===== config.mk =====
export PLATFORM = sky130hd
export DESIGN_NAME = pulse_period_speedometer
export DESIGN_NICKNAME = d
export VERILOG_FILES = /design/src/hdl/pps_pkg.sv /design/src/hdl/pulse_period_speedometer.sv /design/src/hdl/pps_div.sv /design/src/hdl/pps_cfg.sv
export SDC_FILE = /design/constraint.sdc
export NUM_CORES = 2
export LEC_CHECK = 0
export BUFFER_PORTS_ARGS = -buffer_cell sky130_fd_sc_hd__buf_4
export CAP_MARGIN = 30
export CELL_PAD_IN_SITES_DETAIL_PLACEMENT = 1
export CELL_PAD_IN_SITES_GLOBAL_PLACEMENT = 1
export CORE_AREA = 2 2 541 543
export CTS_CLUSTER_SIZE = 28
export DETAILED_ROUTE_END_ITERATION = 8
export DIE_AREA = 0 0 543 545
export PLACE_DENSITY = 0.47
export SLEW_MARGIN = 30
export SYNTH_ARGS = -nofsm -noshare
export SYNTH_HDL_FRONTEND = slang
export SYNTH_SLANG_ARGS = --single-unit

===== constraint.sdc =====
create_clock -name clk -period 10.1 [get_ports clk]
set_input_delay 0.505 -clock clk [delete_from_list [all_inputs] [get_ports clk]]
set_output_delay 0.505 -clock clk [all_outputs]
set_load 0.005 [all_outputs]

===== src/hdl/pps_pkg.sv =====
// ----------------------------------------------------------------------------
// Pulse-period speedometer package
// Field widths, configuration register indexes, reset values and the
// configuration register bundle shared by the speedometer modules.
// ----------------------------------------------------------------------------
package pps_pkg;

	// field widths
	localparam int DEB_W      = 24;
	localparam int STOP_W     = 48;
	localparam int NUM_W      = 48;
	localparam int DPP_W      = 24;
	localparam int SPEED_W    = 16;
	localparam int COUNT_W    = 32;
	localparam int DIST_W     = 56;
	localparam int CFG_IDX_W  = 3;
	localparam int CFG_DATA_W = 48;

	// configuration register indexes
	localparam logic [CFG_IDX_W-1:0] REG_DEBOUNCE    = 3'd0;
	localparam logic [CFG_IDX_W-1:0] REG_STOP        = 3'd1;
	localparam logic [CFG_IDX_W-1:0] REG_NUMERATOR   = 3'd2;
	localparam logic [CFG_IDX_W-1:0] REG_DIST_PULSE  = 3'd3;
	localparam logic [CFG_IDX_W-1:0] REG_SPEED_LO    = 3'd4;
	localparam logic [CFG_IDX_W-1:0] REG_SPEED_HI    = 3'd5;
	localparam logic [CFG_IDX_W-1:0] REG_TEST_ENABLE = 3'd6;
	localparam logic [CFG_IDX_W-1:0] REG_TEST_START  = 3'd7;

	// register reset values
	localparam logic [DEB_W-1:0]   DEBOUNCE_RST = 24'd1000;
	localparam logic [STOP_W-1:0]  STOP_RST     = 48'd2000000;
	localparam logic [SPEED_W-1:0] SPEED_HI_RST = 16'd30000;

	// sweep saturation limit
	localparam logic [SPEED_W-1:0] SPEED_TOP = '1;

	typedef struct packed {
		logic [DEB_W-1:0]   debounce_us;
		logic [STOP_W-1:0]  stop_timeout_us;
		logic [NUM_W-1:0]   speed_numerator;
		logic [DPP_W-1:0]   distance_per_pulse_um;
		logic [SPEED_W-1:0] speed_lo;
		logic [SPEED_W-1:0] speed_hi;
		logic               test_enable;
		logic [SPEED_W-1:0] test_start_speed;
	} cfg_regs_t;

	// test mode switch written this cycle
	typedef struct packed {
		logic wr;
		logic on;
	} test_evt_t;

endpackage


===== src/hdl/pulse_period_speedometer.sv =====
// An accepted sample is registered, then passes through the evaluate,
// divide (only when speed is recomputed), multiply and output states; the
// radix-2 divider sets the longer path. One item is in work at a time: the
// next is taken once the result register is written, later while a waiting
// result holds the output register. Asynchronous active-low reset clears all
// measurement state and loads the configuration reset values.
// ----------------------------------------------------------------------------
// Pulse-period speedometer
// Debounces timestamped pin samples, counts falling edges, accumulates
// distance and derives speed from the edge period with a single divider,
// with decay, stop timeout and a triangle sweep test mode.
// ----------------------------------------------------------------------------
module pulse_period_speedometer #(
	parameter int TIME_WIDTH = 48
) (
	input  logic                           clk,
	input  logic                           arst_n,
	// sample channel
	input  logic                           in_valid,
	output logic                           in_ready,
	input  logic [TIME_WIDTH-1:0]          now_us,
	input  logic                           pin_level,
	// result channel
	output logic                           out_valid,
	input  logic                           out_ready,
	output logic [pps_pkg::SPEED_W-1:0]    speed_centi_kmh,
	output logic [pps_pkg::COUNT_W-1:0]    pulse_count,
	output logic [pps_pkg::DIST_W-1:0]     distance_um,
	output logic                           edge_seen,
	// configuration channel
	input  logic                           cfg_valid,
	output logic                           cfg_ready,
	input  logic [pps_pkg::CFG_IDX_W-1:0]  cfg_index,
	input  logic [pps_pkg::CFG_DATA_W-1:0] cfg_data
);

	import pps_pkg::*;

	localparam int CMP_W = (TIME_WIDTH > STOP_W) ? TIME_WIDTH : STOP_W;

	typedef enum logic [2:0] {S_IDLE, S_EVAL, S_DIV, S_MUL, S_OUT} state_t;

	cfg_regs_t regs;
	test_evt_t test_evt;

	state_t state_q;

	// sample
	logic [TIME_WIDTH-1:0] now_q;
	logic                  pin_q;

	// measurement state
	logic                  deb_level_q;
	logic                  prev_level_q;
	logic [TIME_WIDTH-1:0] deb_stamp_q;
	logic [TIME_WIDTH-1:0] last_edge_q;
	logic                  edge_valid_q;
	logic [TIME_WIDTH-1:0] last_period_q;
	logic [COUNT_W-1:0]    edge_count_q;
	logic [SPEED_W-1:0]    held_speed_q;
	logic [SPEED_W-1:0]    sweep_speed_q;
	logic                  sweep_down_q;
	logic                  edge_q;
	logic [DIST_W-1:0]     dist_q;

	// result register
	logic                  out_valid_q;
	logic [SPEED_W-1:0]    out_speed_q;
	logic [COUNT_W-1:0]    out_count_q;
	logic [DIST_W-1:0]     out_dist_q;
	logic                  out_edge_q;

	// evaluation terms
	logic [TIME_WIDTH-1:0] deb_age;
	logic                  deb_take;
	logic                  new_level;
	logic                  fall;
	logic [TIME_WIDTH-1:0] since;
	logic                  past_stop;
	logic                  need_div;
	logic [SPEED_W-1:0]    sweep_next;
	logic                  sweep_flip;
	logic [SPEED_W-1:0]    test_start_clamped;

	logic                  div_start;
	logic                  div_done;
	logic [NUM_W-1:0]      div_quot;

	// raise to the lower bound, then cut to the upper bound
	function automatic logic [SPEED_W-1:0] clamp_speed(
		input logic [NUM_W-1:0]   v,
		input logic [SPEED_W-1:0] lo,
		input logic [SPEED_W-1:0] hi
	);
		logic [NUM_W-1:0] r;
		r = v;
		if (r < NUM_W'(lo))
			r = NUM_W'(lo);
		if (r > NUM_W'(hi))
			r = NUM_W'(hi);
		return r[SPEED_W-1:0];
	endfunction

	pps_cfg u_cfg (
		.clk      (clk),
		.arst_n   (arst_n),
		.cfg_valid(cfg_valid),
		.cfg_ready(cfg_ready),
		.cfg_index(cfg_index),
		.cfg_data (cfg_data),
		.regs     (regs),
		.test_evt (test_evt)
	);

	pps_div #(
		.DIVIDEND_W(NUM_W),
		.DIVISOR_W (TIME_WIDTH)
	) u_div (
		.clk     (clk),
		.arst_n  (arst_n),
		.start   (div_start),
		.dividend(regs.speed_numerator),
		.divisor (since),
		.done    (div_done),
		.quotient(div_quot)
	);

	// debounce, edge detection and speed decisions for the held sample
	always_comb begin
		deb_age   = now_q - deb_stamp_q;
		deb_take  = (pin_q != deb_level_q) && (deb_age > TIME_WIDTH'(regs.debounce_us));
		new_level = deb_take ? pin_q : deb_level_q;
		fall      = prev_level_q & ~new_level;
		since     = now_q - last_edge_q;
		past_stop = CMP_W'(since) > CMP_W'(regs.stop_timeout_us);
		if (regs.test_enable)
			need_div = 1'b0;
		else if (fall)
			need_div = edge_valid_q && (since != '0);
		else
			need_div = edge_valid_q && !past_stop && (since > last_period_q);
		div_start = (state_q == S_EVAL) && need_div;
	end

	// triangle sweep step and clamped sweep start speed
	always_comb begin
		sweep_next = sweep_speed_q;
		if (sweep_down_q) begin
			if (sweep_speed_q != '0)
				sweep_next = sweep_speed_q - SPEED_W'(1);
		end else begin
			if (sweep_speed_q != SPEED_TOP)
				sweep_next = sweep_speed_q + SPEED_W'(1);
		end
		sweep_flip = (sweep_next <= regs.speed_lo) || (sweep_next >= regs.speed_hi);
		test_start_clamped = clamp_speed(NUM_W'(regs.test_start_speed),
			regs.speed_lo, regs.speed_hi);
	end

	// sequencer, measurement state and result register
	always_ff @(posedge clk or negedge arst_n) begin
		if (!arst_n) begin
			state_q       <= S_IDLE;
			now_q         <= '0;
			pin_q         <= 1'b0;
			deb_level_q   <= 1'b0;
			prev_level_q  <= 1'b0;
			deb_stamp_q   <= '0;
			last_edge_q   <= '0;
			edge_valid_q  <= 1'b0;
			last_period_q <= '0;
			edge_count_q  <= '0;
			held_speed_q  <= '0;
			sweep_speed_q <= '0;
			sweep_down_q  <= 1'b0;
			edge_q        <= 1'b0;
			dist_q        <= '0;
			out_valid_q   <= 1'b0;
			out_speed_q   <= '0;
			out_count_q   <= '0;
			out_dist_q    <= '0;
			out_edge_q    <= 1'b0;
		end else begin
			// drop the result once taken, unless a new one replaces it
			if (out_valid_q && out_ready && (state_q != S_OUT))
				out_valid_q <= 1'b0;

			// test mode switch: load the sweep or clear the measurement
			if (test_evt.wr) begin
				if (test_evt.on) begin
					sweep_speed_q <= test_start_clamped;
					held_speed_q  <= test_start_clamped;
				end else begin
					deb_level_q   <= 1'b0;
					prev_level_q  <= 1'b0;
					edge_valid_q  <= 1'b0;
					last_edge_q   <= '0;
					last_period_q <= '0;
					edge_count_q  <= '0;
					held_speed_q  <= '0;
				end
			end

			case (state_q)
				S_IDLE: begin
					if (in_valid) begin
						now_q   <= now_us;
						pin_q   <= pin_level;
						state_q <= S_EVAL;
					end
				end
				S_EVAL: begin
					edge_q <= 1'b0;
					if (regs.test_enable) begin
						sweep_speed_q <= sweep_next;
						held_speed_q  <= sweep_next;
						if (sweep_flip)
							sweep_down_q <= ~sweep_down_q;
					end else begin
						deb_level_q  <= new_level;
						prev_level_q <= new_level;
						if (pin_q == deb_level_q)
							deb_stamp_q <= now_q;
						if (fall) begin
							edge_q       <= 1'b1;
							edge_count_q <= edge_count_q + COUNT_W'(1);
							if (edge_valid_q) begin
								last_period_q <= since;
								if (since == '0)
									held_speed_q <= '0;
							end
							last_edge_q  <= now_q;
							edge_valid_q <= 1'b1;
						end else if (!edge_valid_q || past_stop) begin
							held_speed_q <= '0;
						end
					end
					state_q <= need_div ? S_DIV : S_MUL;
				end
				S_DIV: begin
					if (div_done) begin
						held_speed_q <= clamp_speed(div_quot, regs.speed_lo, regs.speed_hi);
						state_q      <= S_MUL;
					end
				end
				S_MUL: begin
					dist_q  <= DIST_W'(edge_count_q) * DIST_W'(regs.distance_per_pulse_um);
					state_q <= S_OUT;
				end
				S_OUT: begin
					// hold until the result register is free
					if (!out_valid_q || out_ready) begin
						out_valid_q <= 1'b1;
						out_speed_q <= held_speed_q;
						out_count_q <= edge_count_q;
						out_dist_q  <= dist_q;
						out_edge_q  <= edge_q;
						state_q     <= S_IDLE;
					end
				end
				default: state_q <= S_IDLE;
			endcase
		end
	end

	assign in_ready        = (state_q == S_IDLE);
	assign out_valid       = out_valid_q;
	assign speed_centi_kmh = out_speed_q;
	assign pulse_count     = out_count_q;
	assign distance_um     = out_dist_q;
	assign edge_seen       = out_edge_q;

endmodule


===== src/hdl/pps_div.sv =====
// ----------------------------------------------------------------------------
// Pulse-period speedometer divider
// Radix-2 restoring divider, one quotient bit per cycle. A start pulse loads
// the operands; done pulses for one cycle with the quotient ready.
// ----------------------------------------------------------------------------
module pps_div #(
	parameter int DIVIDEND_W = 48,
	parameter int DIVISOR_W  = 48
) (
	input  logic                  clk,
	input  logic                  arst_n,
	input  logic                  start,
	input  logic [DIVIDEND_W-1:0] dividend,
	input  logic [DIVISOR_W-1:0]  divisor,
	output logic                  done,
	output logic [DIVIDEND_W-1:0] quotient
);

	localparam int CNT_W = $clog2(DIVIDEND_W + 1);

	logic [DIVIDEND_W-1:0] quo_q;
	logic [DIVISOR_W-1:0]  rem_q;
	logic [DIVISOR_W-1:0]  den_q;
	logic [CNT_W-1:0]      cnt_q;
	logic                  busy_q;
	logic                  done_q;

	logic [DIVISOR_W:0] shifted;
	logic [DIVISOR_W:0] trial;
	logic               fits;

	// shift in the next dividend bit and try the subtraction
	always_comb begin
		shifted = {rem_q, quo_q[DIVIDEND_W-1]};
		trial   = shifted - {1'b0, den_q};
		fits    = ~trial[DIVISOR_W];
	end

	// iterate one bit per cycle
	always_ff @(posedge clk or negedge arst_n) begin
		if (!arst_n) begin
			quo_q  <= '0;
			rem_q  <= '0;
			den_q  <= '0;
			cnt_q  <= '0;
			busy_q <= 1'b0;
			done_q <= 1'b0;
		end else if (start) begin
			quo_q  <= dividend;
			rem_q  <= '0;
			den_q  <= divisor;
			cnt_q  <= CNT_W'(DIVIDEND_W);
			busy_q <= 1'b1;
			done_q <= 1'b0;
		end else if (busy_q) begin
			rem_q <= fits ? trial[DIVISOR_W-1:0] : shifted[DIVISOR_W-1:0];
			quo_q <= {quo_q[DIVIDEND_W-2:0], fits};
			cnt_q <= cnt_q - CNT_W'(1);
			if (cnt_q == CNT_W'(1)) begin
				busy_q <= 1'b0;
				done_q <= 1'b1;
			end
		end else begin
			done_q <= 1'b0;
		end
	end

	assign done     = done_q;
	assign quotient = quo_q;

endmodule


===== src/hdl/pps_cfg.sv =====
// ----------------------------------------------------------------------------
// Pulse-period speedometer configuration registers
// Holds the eight configuration registers and flags writes of the test
// mode switch so the measurement state can be loaded or cleared.
// ----------------------------------------------------------------------------
module pps_cfg (
	input  logic                           clk,
	input  logic                           arst_n,
	input  logic                           cfg_valid,
	output logic                           cfg_ready,
	input  logic [pps_pkg::CFG_IDX_W-1:0]  cfg_index,
	input  logic [pps_pkg::CFG_DATA_W-1:0] cfg_data,
	output pps_pkg::cfg_regs_t             regs,
	output pps_pkg::test_evt_t             test_evt
);

	import pps_pkg::*;

	cfg_regs_t regs_q;

	// writes are always taken
	assign cfg_ready = 1'b1;

	// flag a test mode switch write, whatever its value
	always_comb begin
		test_evt.wr = cfg_valid && (cfg_index == REG_TEST_ENABLE);
		test_evt.on = cfg_data[0];
	end

	// register file
	always_ff @(posedge clk or negedge arst_n) begin
		if (!arst_n) begin
			regs_q.debounce_us           <= DEBOUNCE_RST;
			regs_q.stop_timeout_us       <= STOP_RST;
			regs_q.speed_numerator       <= '0;
			regs_q.distance_per_pulse_um <= '0;
			regs_q.speed_lo              <= '0;
			regs_q.speed_hi              <= SPEED_HI_RST;
			regs_q.test_enable           <= 1'b0;
			regs_q.test_start_speed      <= '0;
		end else if (cfg_valid) begin
			case (cfg_index)
				REG_DEBOUNCE:    regs_q.debounce_us <= cfg_data[DEB_W-1:0];
				REG_STOP:        regs_q.stop_timeout_us <= cfg_data[STOP_W-1:0];
				REG_NUMERATOR:   regs_q.speed_numerator <= cfg_data[NUM_W-1:0];
				REG_DIST_PULSE:  regs_q.distance_per_pulse_um <= cfg_data[DPP_W-1:0];
				REG_SPEED_LO:    regs_q.speed_lo <= cfg_data[SPEED_W-1:0];
				REG_SPEED_HI:    regs_q.speed_hi <= cfg_data[SPEED_W-1:0];
				REG_TEST_ENABLE: regs_q.test_enable <= cfg_data[0];
				REG_TEST_START:  regs_q.test_start_speed <= cfg_data[SPEED_W-1:0];
				default: ;
			endcase
		end
	end

	assign regs = regs_q;

endmodule

### Yosys cells after proc, flatten, opt, wreduce, memory -nomap -nowiden

Index checks and enable logic that the tools add are counted.
Widths: inputs -> output; s select.

* add/sub/neg operators: 7
* $mul: 1
* $lt $le $gt $ge: 9
* eq/ne operators: 20
* mux-type cells: 77
* bitwise operators: 5
* reduce and logical (&&, ||, !) cells: 33

Operator list (count)
* $mux 48: 19
* $mux 16: 18
* $mux 32: 5
* $gt 48x16->1: 2
* $gt 48x48->1: 2
* $sub 48x48->48: 2
* $mul 32x24->56: 1
* $sub 49x48->49: 1
* $gt 48x24->1: 1
* $logic_not 48->1: 1
* $lt 48x16->1: 1
* $reduce_bool 48->1: 1
* $add 32x1->32 const B: 1
* $pmux 16 s2: 1
* $mux 1: 28
* $reduce_and 2->1: 10
* $add 16x1->16 const B: 1
* $ge 16x16->1: 1
* $le 16x16->1: 1
* $lt 16x16->1: 1
* $ne 16x16->1 const B: 1
* $reduce_bool 16->1: 1
* $sub 16x1->16 const B: 1
* $eq 3x3->1 const B: 5
* other kinds (20): 46

* bits in registers: 772
* input bits: 105
* output and inout bits: 108
* word-level logic and storage cells: 186

### Depth between registers and ports, before layout

* depth in word-level cells: 11
* depth in mapped cells: 30
* depth with buffers taken out: 28

### Modules after synthesis

Synthesis repeated with hierarchy kept, for this count alone.

* cells, all modules: 7984
* area, all modules: 72618.4 um^2

Modules (own cells, without submodules)
* pulse_period_speedometer: instances 1, cells each 6420, area each 55645.9 um^2, sequential area each 10685.2 um^2
* pps_div: instances 1, cells each 1145, area each 9628.0 um^2, sequential area each 3803.6 um^2
* pps_cfg: instances 1, cells each 419, area each 7344.5 um^2, sequential area each 4854.7 um^2

### Worst setup path after synthesis

Ideal clock, no wire load.

* kind: flip-flop to flip-flop
* start: register edge_count_q[4]
* end: register dist_q[47]
* library setup time: 147 ps
* data arrival time: 7518 ps
* required time: 9953 ps
* path slack: 2435 ps
* cell stages (with the launch flop): 28
* path buffers: 2
* clock period less this slack: 7665 ps
* cells stage by stage: dfrtp_1 clkbuf_1 clkbuf_1 nand2_1 fa_1 fa_1 inv_1 fa_1 ha_1 fa_1 inv_1 fa_1 fa_1 inv_1 ha_1 a21o_1 a21o_1 a2111oi_0 a21boi_0 nor4_1 o21ai_0 o31ai_1 a41oi_1 o21bai_1 a221oi_1 a21o_1 mux2i_1 o311ai_0

* longest elaborated chain between the ends: 1

Ends and longest elaborated chain
* start: declaration: line pulse_period_speedometer.sv:59 `logic [COUNT_W-1:0] edge_count_q;`
* start signal: assignment: line pulse_period_speedometer.sv:226 `edge_count_q <= edge_count_q + COUNT_W'(1);`
* $mul 32x24->56: line pulse_period_speedometer.sv:247 `dist_q <= DIST_W'(edge_count_q) * DIST_W'(regs.distance_per_pulse_um);`
* end signal: assignment: line pulse_period_speedometer.sv:247
* end: declaration: line pulse_period_speedometer.sv:64 `logic [DIST_W-1:0] dist_q;`

No other way between the ends.
A chain may end at the register's enable or synchronous reset.

### Worst setup path after layout

* start: register edge_count_q[5]
* end: register dist_q[55]

Same word-level chain as after synthesis.

==> impl_metrics.tcl <==
set metrics [dict create \
    status "completed" \
    max_slew_margin_pct 31.1 \
    drive_above_1_share_pct 12.5 \
    ys_ff_latch 772 \
    intPower_mw 15.1 \
    peakVddDrop_mv 0.203 \
    worstPathArrival_ps 9600 \
    vias 56300 \
    final_util_pct 28.5 \
    wl_per_cell_um 21.4 \
    ys_warn_count 0 \
    drv_slew 0 \
    tritoncts "built" \
    clockPowerShare_pct 13.2 \
    cts_setup_buffers 0 \
    p_sw_mw 15.6 \
    die_h_um 545 \
    fin_skew_ps 108 \
    fmax_ghz 0.111 \
    rows 198 \
    start_util_pct 24.9 \
    path_max_fanout 21 \
    synth_edf_count 0 \
    hold_path_class "in2reg" \
    synth_ff_type "dfrtp_1" \
    area_growth_syn_to_layout_pct 14.9 \
    tightest_slew_ps 1020 \
    path_class "reg2reg" \
    cp.required_ps 10710 \
    postSynthCellCount 7805 \
    clkSlewWorstSetupHoldPaths_ps 60 \
    worst_hold_slack_ps 61.0 \
    critPathSlowestCell "dfrtp_1" \
    finalSetupTns_ps 0 \
    synth_cell_type_count 88 \
    track_usage_pct 17.3 \
    finalSetupViolCount 0 \
    grt_pass1_vias 61400 \
    pwr_density_cell_nw_per_um2 371 \
    swShare_pct 50.7 \
    antenna_found_initial 11 \
    power_frac_comb_pct 69.1 \
    fill_cells 33300 \
    fin_nets 9264 \
    seq_area_frac_synth_pct 26.8 \
    critPathMaxStageDelay_ps 920 \
    finalHoldViolCount 0 \
    drv_cap 0 \
    wirelength_um 256000 \
    period_minus_slack_ps 8990 \
    die_w_um 543 \
    coreArea_um2 290000 \
    dp_slack_ps 1010 \
    io_buffers 211 \
    clock-sinks 772 \
    end_kind "register" \
    clk_latency_ps 850 \
    clockBufferDepth 4 \
    synth_area_um2 72100 \
    ioPinCount 213 \
    rsz0062_at_grt "no" \
    hpwl_um 200000 \
    grt_pass1_wl_um 395000 \
    numCtsBuffers 107 \
    start_kind "register" \
    first_iter_violations 2555 \
    synth_area_per_cell_um2 9.24 \
    grt_max_degree 153 \
    die_area_um2 296000 \
    ant_nets 0 \
    fin_crit_sh_pct 89.0 \
    grt_overflow_total 0 \
    first_pass_iters 7 \
    root_buffer "clkbuf_16" \
    crit_top_cell "fa_1" \
    via_per_inst 4.71 \
    synth.net_count 9115 \
    htreeDepth 3 \
    drc 0 \
    async_flop_share_pct 100 \
    p_leak_nw 38.6 \
    timing.final.ws_setup_ps 1110 \
    gp_congestion 0.838 \
    seq_power_share_pct 17.7 \
]
[worst paths after layout]
check	startpoint	end	slack (ps)	cells past startpoint
worst max-delay path	edge_count_q[5]	dist_q[55]	1110	30
worst min-delay path	now_us[2]	now_q[2]	60	2
worst max register to register	edge_count_q[5]	dist_q[55]	1110	30
worst min register to register	dist_q[22]	dist_q[22]	480	2
max in group asynchronous	arst_n	u_cfg.regs[158]	7760	5
min in group asynchronous	arst_n	distance_um[33]	250	2
[routing by layer]
metal	global-route usage [%]	part of all wire, %
met1	23.7	47
met2	29.6	48
met3	1.65	2.5
met4	3.42	1.9
met5	0	0
[logic make-up (layout without fill, tap and decap cells)]
| group | count (synthesis) | after routing | synth area share [%] |
|---|---|---|---|
| AND/OR/NAND/NOR | 2214 | 2214 | 14.9 |
| XOR/XNOR | 165 | 165 | 2.00 |
| multiplexers | 504 | 504 | 7.99 |
| buffers and inverters | 1535 | 1766 | 8.20 |
| flip-flops | 772 | 772 | 26.8 |
| AO/OA/AOI/OAI | 1409 | 1409 | 12.3 |
| other | 1 | 2 | 0.00520 |
| adder cells (fa/ha/maj) | 1205 | 1205 | 27.8 |
[power by group through the flow]
stage	registers, mW	clock network, mW	logic, mW
2_1_floorplan	4.83	0	14.7
3_3_place_gp	5.50	0	21.1
3_5_place_dp	5.53	0	21.4
4_1_cts	5.48	4.21	21.6
5_1_grt	5.64	4.32	24.0
6_report	5.46	4.04	21.2
[through the flow]
| step | power [mW] | std cells | area, um2 |
|---|---|---|---|
| global placement | 26.6 | 11700 | 78200 |
| global route | 34.0 | 11900 | 82800 |
| CTS | 31.3 | 11900 | 82700 |
| floorplan | 19.5 | 7805 | 72100 |
| detailed placement | 26.9 | 11700 | 78200 |
| finish | 30.7 | 11900 | 82800 |
[critical path: cells and delay by family, from the launching register on]
family / cells / cell delay [ps]
AOI/OAI and AO/OA: 7 / 1520
and+or+nand+nor: 5 / 970
DFF: 1 / 920
buffers and inverters: 9 / 1200
adders and majority gates: 8 / 3990
xor gates and xnor gates: 1 / 140
[area by class of cell]
type / instances / area (um2) / share of cell area (%)
diodes: 1 / 2.50 / 0.00302
clock buffers: 153 / 3050 / 3.68
repair buffers: 447 / 3700 / 4.46
flip-flops and latches: 772 / 19400 / 23.4
well taps: 3900 / 4880 / 5.89
inverters: 1128 / 4230 / 5.11
multi-input cells: 5498 / 47000 / 56.7
clock inverters: 38 / 604 / 0.730
[repair_timing]
action	in CTS	in global routing
resized for setup	0	0
hold endpoints to repair	202	0
hold buffers	89	0
[layout by cell type, fill, tap and decap left out, types with 72 or more instances in the layout]
master         Yosys  layout
xnor2_1          102     100
clkbuf_16          0     107
nand2_1          951     950
o21ai_0          470     470
nand4_1           77      77
buf_4              4     347
a21oi_1          315     313
dfrtp_1          752     738
nand3_1          120     119
mux2i_1          113     113
mux2_2           330     330
a211oi_1          72      72
nor3_1            85      81
dlygate4sd3_1      0      89
a21o_1           152     151
inv_1           1128    1128
and2_1           420     419
nor2_1           267     264
ha_1             544     544
fa_1             661     661
[synth_stat cells (all sizes together) (19+ instances only)]
cell / count / area share (%)
o21bai: 36 / 0.37
nand2: 951 / 5.0
and4: 21 / 0.26
o21ai: 481 / 3.3
fa: 661 / 18
nand4: 77 / 0.67
nand3: 121 / 0.85
or3: 26 / 0.23
nor3: 85 / 0.59
mux2i: 113 / 1.6
xnor2: 102 / 1.2
dfstp: 20 / 0.73
o211ai: 38 / 0.40
a21oi: 320 / 2.3
and2: 420 / 3.6
mux2: 391 / 6.4
o21a: 42 / 0.44
inv: 1128 / 5.9
nand2b: 46 / 0.41
a211oi: 72 / 0.75
buf: 58 / 0.51
xor2: 63 / 0.77
nor2b: 51 / 0.44
ha: 544 / 9.4
dfrtp: 752 / 26
clkbuf: 349 / 1.8
a21o: 152 / 1.6
nor2: 267 / 1.4
nor4: 36 / 0.31
a221o: 19 / 0.26
and3: 51 / 0.44
o31ai: 22 / 0.23
a31oi: 32 / 0.28
[registers in the layout, indices dropped and copies added, names as in the netlist, 48 cells and up]
signal	count
deb_stamp_q	48
last_period_q	48
u_div.quotient	48
u_div.den_q	48
u_cfg.regs	193
distance_um	56
last_edge_q	48
now_q	48
u_div.rem_q	48
dist_q	56
(Power assumes the default switching activity.)
